[src/rtl/core/labc_pkg.sv]
// Package for the link adaptive bitrate controller: register map, request
// kinds, timing constants, microcode word format and program ROM.
// No dependencies.
package labc_pkg;

  localparam int unsigned NUM_REGS  = 8;
  localparam int unsigned ADDR_W    = 5;
  localparam int unsigned PC_W      = 3;
  localparam int unsigned PROD_W    = 40;
  localparam int unsigned FRAC_BITS = 14;

  localparam logic [31:0] POLL_PERIOD_MS = 32'd1000;
  localparam logic [31:0] ROI_SETTLE_MS  = 32'd2000;
  localparam logic [31:0] URGENT_GAP_MS  = 32'd250;

  localparam logic [2:0] REG_MARGIN     = 3'd0;
  localparam logic [2:0] REG_BACKOFF    = 3'd1;
  localparam logic [2:0] REG_FLOOR      = 3'd2;
  localparam logic [2:0] REG_CEILING    = 3'd3;
  localparam logic [2:0] REG_HYSTERESIS = 3'd4;
  localparam logic [2:0] REG_APPLY_GAP  = 3'd5;
  localparam logic [2:0] REG_BACKLOG    = 3'd6;
  localparam logic [2:0] REG_ROI_CEIL   = 3'd7;

  typedef enum logic [1:0] {
    KIND_NORMAL  = 2'd0,
    KIND_URGENT  = 2'd1,
    KIND_ROI_ON  = 2'd2,
    KIND_ROI_OFF = 2'd3
  } kind_e;

  typedef enum logic [2:0] {
    OP_IDLE        = 3'd0,
    OP_MUL_BACKOFF = 3'd1,
    OP_URGENT      = 3'd2,
    OP_MUL_MARGIN  = 3'd3,
    OP_MUL_HYST    = 3'd4,
    OP_NORMAL      = 3'd5,
    OP_DRAIN       = 3'd6,
    OP_NOP         = 3'd7
  } op_e;

  typedef enum logic [1:0] {
    COND_ALWAYS     = 2'd0,
    COND_NO_INPUT   = 2'd1,
    COND_NO_GATE    = 2'd2,
    COND_OUT_BUSY   = 2'd3
  } cond_e;

  typedef struct packed {
    op_e              op;
    cond_e            cond;
    logic [PC_W-1:0]  target;
  } ctrl_t;

  typedef struct packed {
    kind_e       kind;
    logic [23:0] kbps;
    logic        roi;
  } result_t;

  function automatic ctrl_t ucode_rom(input logic [PC_W-1:0] pc);
    ctrl_t w;
    case (pc)
      3'd0:    w = '{op: OP_IDLE,        cond: COND_NO_INPUT, target: 3'd0};
      3'd1:    w = '{op: OP_MUL_BACKOFF, cond: COND_NO_GATE,  target: 3'd3};
      3'd2:    w = '{op: OP_URGENT,      cond: COND_ALWAYS,   target: 3'd3};
      3'd3:    w = '{op: OP_MUL_MARGIN,  cond: COND_NO_GATE,  target: 3'd6};
      3'd4:    w = '{op: OP_MUL_HYST,    cond: COND_ALWAYS,   target: 3'd5};
      3'd5:    w = '{op: OP_NORMAL,      cond: COND_ALWAYS,   target: 3'd6};
      3'd6:    w = '{op: OP_DRAIN,       cond: COND_OUT_BUSY, target: 3'd6};
      default: w = '{op: OP_NOP,         cond: COND_ALWAYS,   target: 3'd0};
    endcase
    return w;
  endfunction

  function automatic logic [23:0] scale_clamp(input logic [PROD_W-1:0] prod,
                                              input logic [23:0] floor_kbps,
                                              input logic [23:0] ceil_kbps);
    logic [PROD_W-FRAC_BITS-1:0] v;
    logic [23:0]                 r;
    v = prod[PROD_W-1:FRAC_BITS];
    if (v < {2'b00, floor_kbps}) begin
      r = floor_kbps;
    end else if (v > {2'b00, ceil_kbps}) begin
      r = ceil_kbps;
    end else begin
      r = v[23:0];
    end
    return r;
  endfunction

endpackage

[src/rtl/core/link_adaptive_bitrate_controller.sv]
// Link adaptive bitrate controller, top level: APB register file, microcoded
// sequencer with a shared product register, two-entry result buffer.
// Depends on labc_pkg.
// A tick is accepted only while the sequencer is idle, so a new tick waits until
// every result beat of the last one has drained. The eight-step program steps one
// control word per cycle, except while it waits at the idle or the drain step.
// Reset: rst_ni low clears registers to defaults, state to zero, sequencer idle.
module link_adaptive_bitrate_controller (
  input  logic        clk_i,
  input  logic        rst_ni,
  input  logic        psel,
  input  logic        penable,
  input  logic        pwrite,
  input  logic [labc_pkg::ADDR_W-1:0] paddr,
  input  logic [31:0] pwdata,
  output logic [31:0] prdata,
  output logic        pready,
  input  logic        in_valid_i,
  output logic        in_stall_o,
  input  logic [31:0] tick_ms_i,
  input  logic        ring_valid_i,
  input  logic [15:0] backlog_slots_i,
  input  logic        wake_event_i,
  input  logic        link_valid_i,
  input  logic [23:0] link_kbps_i,
  input  logic        urgent_accept_i,
  input  logic        normal_accept_i,
  output logic        out_valid_o,
  input  logic        out_stall_i,
  output logic [1:0]  request_kind_o,
  output logic [23:0] bitrate_kbps_o,
  output logic        roi_on_attached_o,
  output logic        last_of_tick_o
);

  logic [15:0] margin_q, backoff_q, hyst_q, gap_q, thr_q;
  logic [23:0] floor_q, ceil_q, roi_ceil_q;

  logic [23:0] applied_q, applied_d;
  logic        has_applied_q, has_applied_d;
  logic [31:0] apply_time_q, apply_time_d;
  logic        roi_active_q, roi_active_d;
  logic [31:0] backlog_time_q, backlog_time_d;
  logic [31:0] roi_off_try_q, roi_off_try_d;

  logic [labc_pkg::PC_W-1:0] pc_q, pc_d;
  labc_pkg::ctrl_t           cw;

  logic [31:0] now_q;
  logic        ring_valid_q, wake_q, link_valid_q, uacc_q, nacc_q;
  logic [15:0] backlog_q;
  logic [23:0] link_q;

  logic [labc_pkg::PROD_W-1:0] prod_q, prod_d, hprod_q, hprod_d;
  logic [23:0] target_q, target_d, diff_q, diff_d;

  labc_pkg::result_t res_q [2];
  labc_pkg::result_t push_res;
  logic              push;
  logic [1:0]        cnt_q, cnt_d, rd_q, rd_d;

  logic        in_acc, out_acc, cfg_wr;
  logic        cond_hit;
  logic [31:0] since_apply, since_backlog, since_off;
  logic [23:0] cut_target;
  logic        cut, roi_wanted, go;
  logic [labc_pkg::PROD_W-1:0] diff_sh;

  assign cw          = labc_pkg::ucode_rom(pc_q);
  assign in_stall_o  = (cw.op != labc_pkg::OP_IDLE);
  assign in_acc      = in_valid_i && !in_stall_o;
  assign out_valid_o = (cw.op == labc_pkg::OP_DRAIN) && (rd_q != cnt_q);
  assign out_acc     = out_valid_o && !out_stall_i;
  assign pready      = 1'b1;
  assign cfg_wr      = psel && penable && pwrite && pready;

  assign request_kind_o    = res_q[rd_q[0]].kind;
  assign bitrate_kbps_o    = res_q[rd_q[0]].kbps;
  assign roi_on_attached_o = res_q[rd_q[0]].roi;
  assign last_of_tick_o    = (rd_q + 2'd1) == cnt_q;

  assign since_apply   = now_q - apply_time_q;
  assign since_backlog = now_q - backlog_time_q;
  assign since_off     = now_q - roi_off_try_q;
  assign cut_target    = labc_pkg::scale_clamp(prod_q, floor_q, ceil_q);
  assign cut           = cut_target < applied_q;
  assign roi_wanted    = applied_q < roi_ceil_q;
  assign diff_sh       = {diff_q, 16'h0000};

  always_comb begin
    case (paddr[labc_pkg::ADDR_W-1:2])
      labc_pkg::REG_MARGIN:     prdata = {16'h0000, margin_q};
      labc_pkg::REG_BACKOFF:    prdata = {16'h0000, backoff_q};
      labc_pkg::REG_FLOOR:      prdata = {8'h00, floor_q};
      labc_pkg::REG_CEILING:    prdata = {8'h00, ceil_q};
      labc_pkg::REG_HYSTERESIS: prdata = {16'h0000, hyst_q};
      labc_pkg::REG_APPLY_GAP:  prdata = {16'h0000, gap_q};
      labc_pkg::REG_BACKLOG:    prdata = {16'h0000, thr_q};
      labc_pkg::REG_ROI_CEIL:   prdata = {8'h00, roi_ceil_q};
      default:                  prdata = 32'h0;
    endcase
  end

  always_comb begin
    case (cw.cond)
      labc_pkg::COND_ALWAYS:   cond_hit = 1'b1;
      labc_pkg::COND_NO_INPUT: cond_hit = !in_acc;
      labc_pkg::COND_NO_GATE: begin
        if (cw.op == labc_pkg::OP_MUL_BACKOFF) begin
          cond_hit = !(ring_valid_q && has_applied_q && since_apply >= labc_pkg::URGENT_GAP_MS);
        end else begin
          cond_hit = !((!has_applied_q || since_apply >= labc_pkg::POLL_PERIOD_MS ||
                        wake_q) && link_valid_q);
        end
      end
      labc_pkg::COND_OUT_BUSY: cond_hit = (rd_q != cnt_q);
      default:                 cond_hit = 1'b1;
    endcase
    pc_d = cond_hit ? cw.target : pc_q + 1'b1;
  end

  always_comb begin
    applied_d      = applied_q;
    has_applied_d  = has_applied_q;
    apply_time_d   = apply_time_q;
    roi_active_d   = roi_active_q;
    backlog_time_d = backlog_time_q;
    roi_off_try_d  = roi_off_try_q;
    prod_d         = prod_q;
    hprod_d        = hprod_q;
    target_d       = target_q;
    diff_d         = diff_q;
    cnt_d          = cnt_q;
    rd_d           = rd_q;
    push           = 1'b0;
    push_res       = '{kind: labc_pkg::KIND_NORMAL, kbps: 24'h0, roi: 1'b0};
    go             = 1'b0;

    case (cw.op)
      labc_pkg::OP_IDLE: begin
        if (in_acc) begin
          cnt_d = 2'd0;
          rd_d  = 2'd0;
        end
      end
      labc_pkg::OP_MUL_BACKOFF: begin
        prod_d = {16'h0000, applied_q} * {24'h000000, backoff_q};
      end
      labc_pkg::OP_URGENT: begin
        if (backlog_q >= thr_q) begin
          backlog_time_d = now_q;
          if (cut || (roi_wanted && !roi_active_q)) begin
            push = 1'b1;
            if (cut) begin
              push_res = '{kind: labc_pkg::KIND_URGENT, kbps: cut_target,
                           roi: roi_wanted && !roi_active_q};
            end else begin
              push_res = '{kind: labc_pkg::KIND_ROI_ON, kbps: 24'h0, roi: 1'b0};
            end
            if (uacc_q) begin
              if (cut) begin
                applied_d    = cut_target;
                apply_time_d = now_q;
              end
              if (roi_wanted) begin
                roi_active_d = 1'b1;
              end
            end
          end
        end else if (roi_active_q && !roi_wanted &&
                     since_backlog >= labc_pkg::ROI_SETTLE_MS &&
                     since_off >= labc_pkg::URGENT_GAP_MS) begin
          roi_off_try_d = now_q;
          push          = 1'b1;
          push_res      = '{kind: labc_pkg::KIND_ROI_OFF, kbps: 24'h0, roi: 1'b0};
          if (uacc_q) begin
            roi_active_d = 1'b0;
          end
        end
      end
      labc_pkg::OP_MUL_MARGIN: begin
        prod_d = {16'h0000, link_q} * {24'h000000, margin_q};
      end
      labc_pkg::OP_MUL_HYST: begin
        target_d = cut_target;
        diff_d   = (cut_target > applied_q) ? cut_target - applied_q
                                            : applied_q - cut_target;
        hprod_d  = {24'h000000, hyst_q} * {16'h0000, applied_q};
      end
      labc_pkg::OP_NORMAL: begin
        go = !has_applied_q ||
             (!(diff_sh < hprod_q) && since_apply >= {16'h0000, gap_q});
        if (go) begin
          push     = 1'b1;
          push_res = '{kind: labc_pkg::KIND_NORMAL, kbps: target_q, roi: 1'b0};
          if (nacc_q) begin
            applied_d     = target_q;
            has_applied_d = 1'b1;
            apply_time_d  = now_q;
          end
        end
      end
      labc_pkg::OP_DRAIN: begin
        if (out_acc) begin
          rd_d = rd_q + 2'd1;
        end
      end
      default: begin
      end
    endcase

    if (push) begin
      cnt_d = cnt_q + 2'd1;
    end
  end

  always_ff @(posedge clk_i or negedge rst_ni) begin
    if (!rst_ni) begin
      margin_q       <= 16'd13107;
      backoff_q      <= 16'd11469;
      floor_q        <= 24'd1000;
      ceil_q         <= 24'd20000;
      hyst_q         <= 16'd6554;
      gap_q          <= 16'd500;
      thr_q          <= 16'd2;
      roi_ceil_q     <= 24'd4000;
      applied_q      <= 24'h0;
      has_applied_q  <= 1'b0;
      apply_time_q   <= 32'h0;
      roi_active_q   <= 1'b0;
      backlog_time_q <= 32'h0;
      roi_off_try_q  <= 32'h0;
      pc_q           <= '0;
      cnt_q          <= 2'd0;
      rd_q           <= 2'd0;
    end else begin
      if (cfg_wr) begin
        case (paddr[labc_pkg::ADDR_W-1:2])
          labc_pkg::REG_MARGIN:     margin_q   <= pwdata[15:0];
          labc_pkg::REG_BACKOFF:    backoff_q  <= pwdata[15:0];
          labc_pkg::REG_FLOOR:      floor_q    <= pwdata[23:0];
          labc_pkg::REG_CEILING:    ceil_q     <= pwdata[23:0];
          labc_pkg::REG_HYSTERESIS: hyst_q     <= pwdata[15:0];
          labc_pkg::REG_APPLY_GAP:  gap_q      <= pwdata[15:0];
          labc_pkg::REG_BACKLOG:    thr_q      <= pwdata[15:0];
          labc_pkg::REG_ROI_CEIL:   roi_ceil_q <= pwdata[23:0];
          default: begin
          end
        endcase
      end
      applied_q      <= applied_d;
      has_applied_q  <= has_applied_d;
      apply_time_q   <= apply_time_d;
      roi_active_q   <= roi_active_d;
      backlog_time_q <= backlog_time_d;
      roi_off_try_q  <= roi_off_try_d;
      pc_q           <= pc_d;
      cnt_q          <= cnt_d;
      rd_q           <= rd_d;
    end
  end

  always_ff @(posedge clk_i) begin
    if (in_acc) begin
      now_q        <= tick_ms_i;
      ring_valid_q <= ring_valid_i;
      backlog_q    <= backlog_slots_i;
      wake_q       <= wake_event_i;
      link_valid_q <= link_valid_i;
      link_q       <= link_kbps_i;
      uacc_q       <= urgent_accept_i;
      nacc_q       <= normal_accept_i;
    end
    prod_q   <= prod_d;
    hprod_q  <= hprod_d;
    target_q <= target_d;
    diff_q   <= diff_d;
    if (push) begin
      res_q[cnt_q[0]] <= push_res;
    end
  end

endmodule

[config.mk]
export PLATFORM = sky130hd
export DESIGN_NAME = link_adaptive_bitrate_controller
export DESIGN_NICKNAME = d
export VERILOG_FILES = /design/src/rtl/core/labc_pkg.sv /design/src/rtl/core/link_adaptive_bitrate_controller.sv
export SDC_FILE = /design/constraint.sdc
export NUM_CORES = 2
export LEC_CHECK = 0
export BUFFER_PORTS_ARGS = -buffer_cell sky130_fd_sc_hd__buf_2
export CELL_PAD_IN_SITES_DETAIL_PLACEMENT = 1
export CELL_PAD_IN_SITES_GLOBAL_PLACEMENT = 1
export CORE_ASPECT_RATIO = 1.5
export CORE_MARGIN = 5
export CORE_UTILIZATION = 52
export CTS_BUF_LIST = sky130_fd_sc_hd__clkbuf_2
export DETAILED_ROUTE_END_ITERATION = 8
export PLACE_DENSITY = 0.81
export SLEW_MARGIN = 20
export SYNTH_ARGS = -nofsm -noshare
export SYNTH_HDL_FRONTEND = slang
export SYNTH_SLANG_ARGS = --single-unit
[constraint.sdc]
create_clock -name clk_i -period 13.3 [get_ports clk_i]
set_clock_uncertainty 0.05 [all_clocks]
set_input_delay 0 -clock clk_i [delete_from_list [all_inputs] [get_ports clk_i]]
set_output_delay 0 -clock clk_i [all_outputs]
set_load 0.05 [all_outputs]
==> run_results.csv <==
group,metric,value,unit
status,status,"complete, no violations",
setup_path,r2r_start,"margin_q[9]",
synthesis,synth-compound-area-share,9.67,%
timing,min_period,9.43,ns
route,drtPass1Iterations,6,
setup_path,worst_setup_path_end_kind,"flip-flop",
route,wl_met1,87000,µm
synthesis,synth_mux_area_share,5.24,%
placement,detailedPlace.worstSlack,4.52,ns
route,drt_iter0_drc,4257,
synthesis,ys_seq_area_share,21.2,%
clocking,cts_resized,0,
min_path,worst_hold_path_type,"input pin to flip-flop",
clocking,path_clk_slew,0.18,ns
floorplan,pin_count,184,
setup_path,crit_fanout,26,
route,vias_per_cell,6.08,
timing,rsz0062_at_grt,"no",
clocking,post_cts_buffers,0,
setup_path,critPathSlowestCell,"dfstp_2",
route,vias,58500,
synthesis,synth_area,0.0681,mm²
synthesis,synth_simple_gate_area_share,13.9,%
setup_path,startpoint,"margin_q[9]",
synthesis,synth_edf_count,245,
floorplan,initial_utilization,52.3,%
finish,final_nets,9406,
finish,layout-drive-gt1-share,9.83,%
synthesis,avgSynthCellArea,9.34,µm²
floorplan,coreArea,0.130,mm²
setup_path,path_common_cell,"fa_1",
clocking,clock_latency,1.72,ns
synthesis,synth_ff_type,"edfxtp_1",
placement,io_buffers,164,
grt,grt_pass1_vias,68000,
timing,tns,0,ns
setup_path,cp_num_buf_inv,5,
grt,grt_max_degree,81,
placement,place_hpwl,179000,µm
route,route.detailed.drc,0,
setup_path,cp.arrival,10.69,ns
timing,slew_violations,0,
synthesis,synth_fa_ha_area_share,38.1,%
route,totalWireLength,265000,µm
route,highest_layer,"met5",
floorplan,dieArea,0.138,mm²
setup_path,critPathKind,"flip-flop to flip-flop",
placement,place_inst,8926,
synthesis,yosysWarningCount,0,
grt,gr-total-overflow,0,
timing,final-hold-violation-count,0,
finish,final_cell_mix,"inv_1 (1,397), nand2_1 (1,028), fa_1 (921)",
clocking,cts_inserted_buffers,137,
floorplan,die_h,453,µm
clocking,clk_path_buf_depth,3,
synthesis,ys_ff_latch,526,
route,postRouteAntennaNets,0,
clocking,cts_tree,"done",
clocking,root_buffer,"clkbuf_2",
synthesis,synthCells,7292,
placement,place_congestion,0.926,
floorplan,num_rows,162,
grt,antenna_found_initial,16,
synthesis,synth_xor_xnor_area_share,1.99,%
grt,grt_usage,38.0,%
synthesis,yosysUniqueCellTypes,101,
setup_path,required,14.55,ns
route,wl_met2,132000,µm
clocking,clock-sinks,526,
synthesis,synth_top_family_by_area,"adder cells",
setup_path,start_kind,"flip-flop",
timing,fin_ws,3.87,ns
setup_path,path_delay_family,"adder cells",
setup_path,critPathMaxStageDelay,1.17,ns
timing,worstMarginPinSlew,1.23,ns
route,wl_met3,18700,µm
finish,instances_no_fill,9611,
finish,layout_commonest_cell,"inv_1",
timing,hold_ws,0.160,ns
clocking,htree_levels,4,
timing,max-slew-margin-rel,15.6,%
timing,fin_crit_sh,70.9,%
synthesis,ys_async_sr_fraction,53.4,%
finish,syn2layout_area_growth,11.8,%
timing,fmax,0.106,GHz
floorplan,die_w,306,µm
route,wl_per_cell,27.6,µm
timing,setup_viol,0,
grt,grt_pass1_wl,402000,µm
flow_run,maxCapViolations,0,
min_path,min_from,"tick_ms_i[2]",
-- cell usage after synthesis, drive strengths merged (14+ instances only) --
cell type / instances / area, µm²
buf: 38 / 263
a31oi: 24 / 150
a2111oi: 18 / 201
o211ai: 25 / 193
and2: 404 / 2530
fa: 921 / 18400
and3: 21 / 131
a32o: 31 / 310
dfrtp: 234 / 5860
nand2b: 33 / 206
a21o: 117 / 878
o31ai: 23 / 178
xor2: 56 / 490
xnor2: 99 / 867
clkbuf: 310 / 1170
o21a: 51 / 383
a211o: 14 / 123
ha: 601 / 7520
o21bai: 23 / 173
edfxtp: 245 / 7360
nor3: 53 / 265
o21ai: 299 / 1500
nor4: 22 / 153
o22ai: 15 / 93.8
or3: 17 / 111
and4: 15 / 131
nor2: 219 / 822
nand3: 52 / 260
nand4: 61 / 382
inv: 1398 / 5250
nor2b: 38 / 238
a22oi: 15 / 113
a221oi: 16 / 140
dfstp: 47 / 1230
a21oi: 215 / 1080
mux2: 178 / 2050
nand2: 1028 / 3860
mux2i: 130 / 1300
a211oi: 37 / 300
-- final cells by class --
| cell class | count | area, µm² |
|---|---|---|
| flip-flops and latches | 526 | 14500 |
| clock inverters | 51 | 404 |
| multi-input cells | 5026 | 47100 |
| fillers | 14900 | 54000 |
| inverters | 1399 | 5250 |
| well taps | 1722 | 2150 |
| clock buffers | 202 | 1010 |
| diodes | 12 | 30.0 |
| repair buffers | 673 | 5750 |
-- state kept, by name (all words and copies together) (netlist names), 2 cells and up --
name and cells:
hyst_q 16, gap_q 16, margin_q 16, now_q 32, pc_q 3, link_q 24
backoff_q 16, hprod_q 40, ceil_q 24, roi_off_try_q 32, floor_q 24, cnt_q 2
rd_q 2, backlog_q 16, backlog_time_q 32, target_q 24, thr_q 16, res_q 54
roi_ceil_q 24, prod_q 26, applied_q 24, apply_time_q 32, diff_q 24
-- cells by family (layout without fill, tap and decap cells) --
group           count (synthesis)  count (layout)
flops                         526             526
compound gates               1009            1009
buf+inv                      1747            2325
fa+ha+maj                    1522            1522
mux                           318             318
other cells                     2              21
xor+xnor                      155             155
simple gates                 2013            2013
-- path summary, 6_finish.rpt --
path | to | slack [ns] | cells past startpoint
min in group asynchronous | roi_off_try_q[16] | 0.63 | 6
max in group asynchronous | hyst_q[10] | 10.24 | 8
min reg2reg | apply_time_q[26] | 0.46 | 1
max | prod_q[39] | 3.87 | 25
min | now_q[2] | 0.16 | 4
max reg2reg | prod_q[39] | 3.87 | 25
-- timing repair --
item | in CTS | in global routing
hold buffers | 420 | 0
hold endpoints to repair | 579 | 0
endpoints found under the setup margin | 0 | 0
-- worst reg2reg max path: stages (launching register included) --
cell	delay [ns]
dfstp_2	1.17
nand2_1	0.28
fa_1	0.63
inv_1	0.08
fa_1	0.50
inv_1	0.05
fa_1	0.55
inv_1	0.08
fa_1	0.51
fa_1	0.60
inv_1	0.10
fa_1	0.57
inv_1	0.06
ha_1	0.36
a21o_1	0.22
a211o_1	0.34
a2111oi_0	0.43
nor3_1	0.22
a211o_1	0.36
a311o_1	0.41
a221o_1	0.38
a221o_1	0.40
a41o_1	0.30
a21oi_1	0.19
xnor2_1	0.18
mux2i_1	0.13
-- per-layer routing --
layer,vias to the layer above,global-route usage (%)
met5,-,0
met4,12,30.7
met3,1464,7.86
met2,2969,67.0
met1,29700,39.0
li1,24300,-
-- through the flow --
step | utilization, % | cell area [µm²]
3_3_place_gp | 54.1 | 70400
3_5_place_dp | 54.1 | 70400
5_1_grt | 58.5 | 76100
2_1_floorplan | - | 68100
6_report | 58.5 | 76100
4_1_cts | 58.5 | 76100
Power is not shown: default switching activity piles up to over one toggle a cycle in this logic, so the estimate is an artifact.
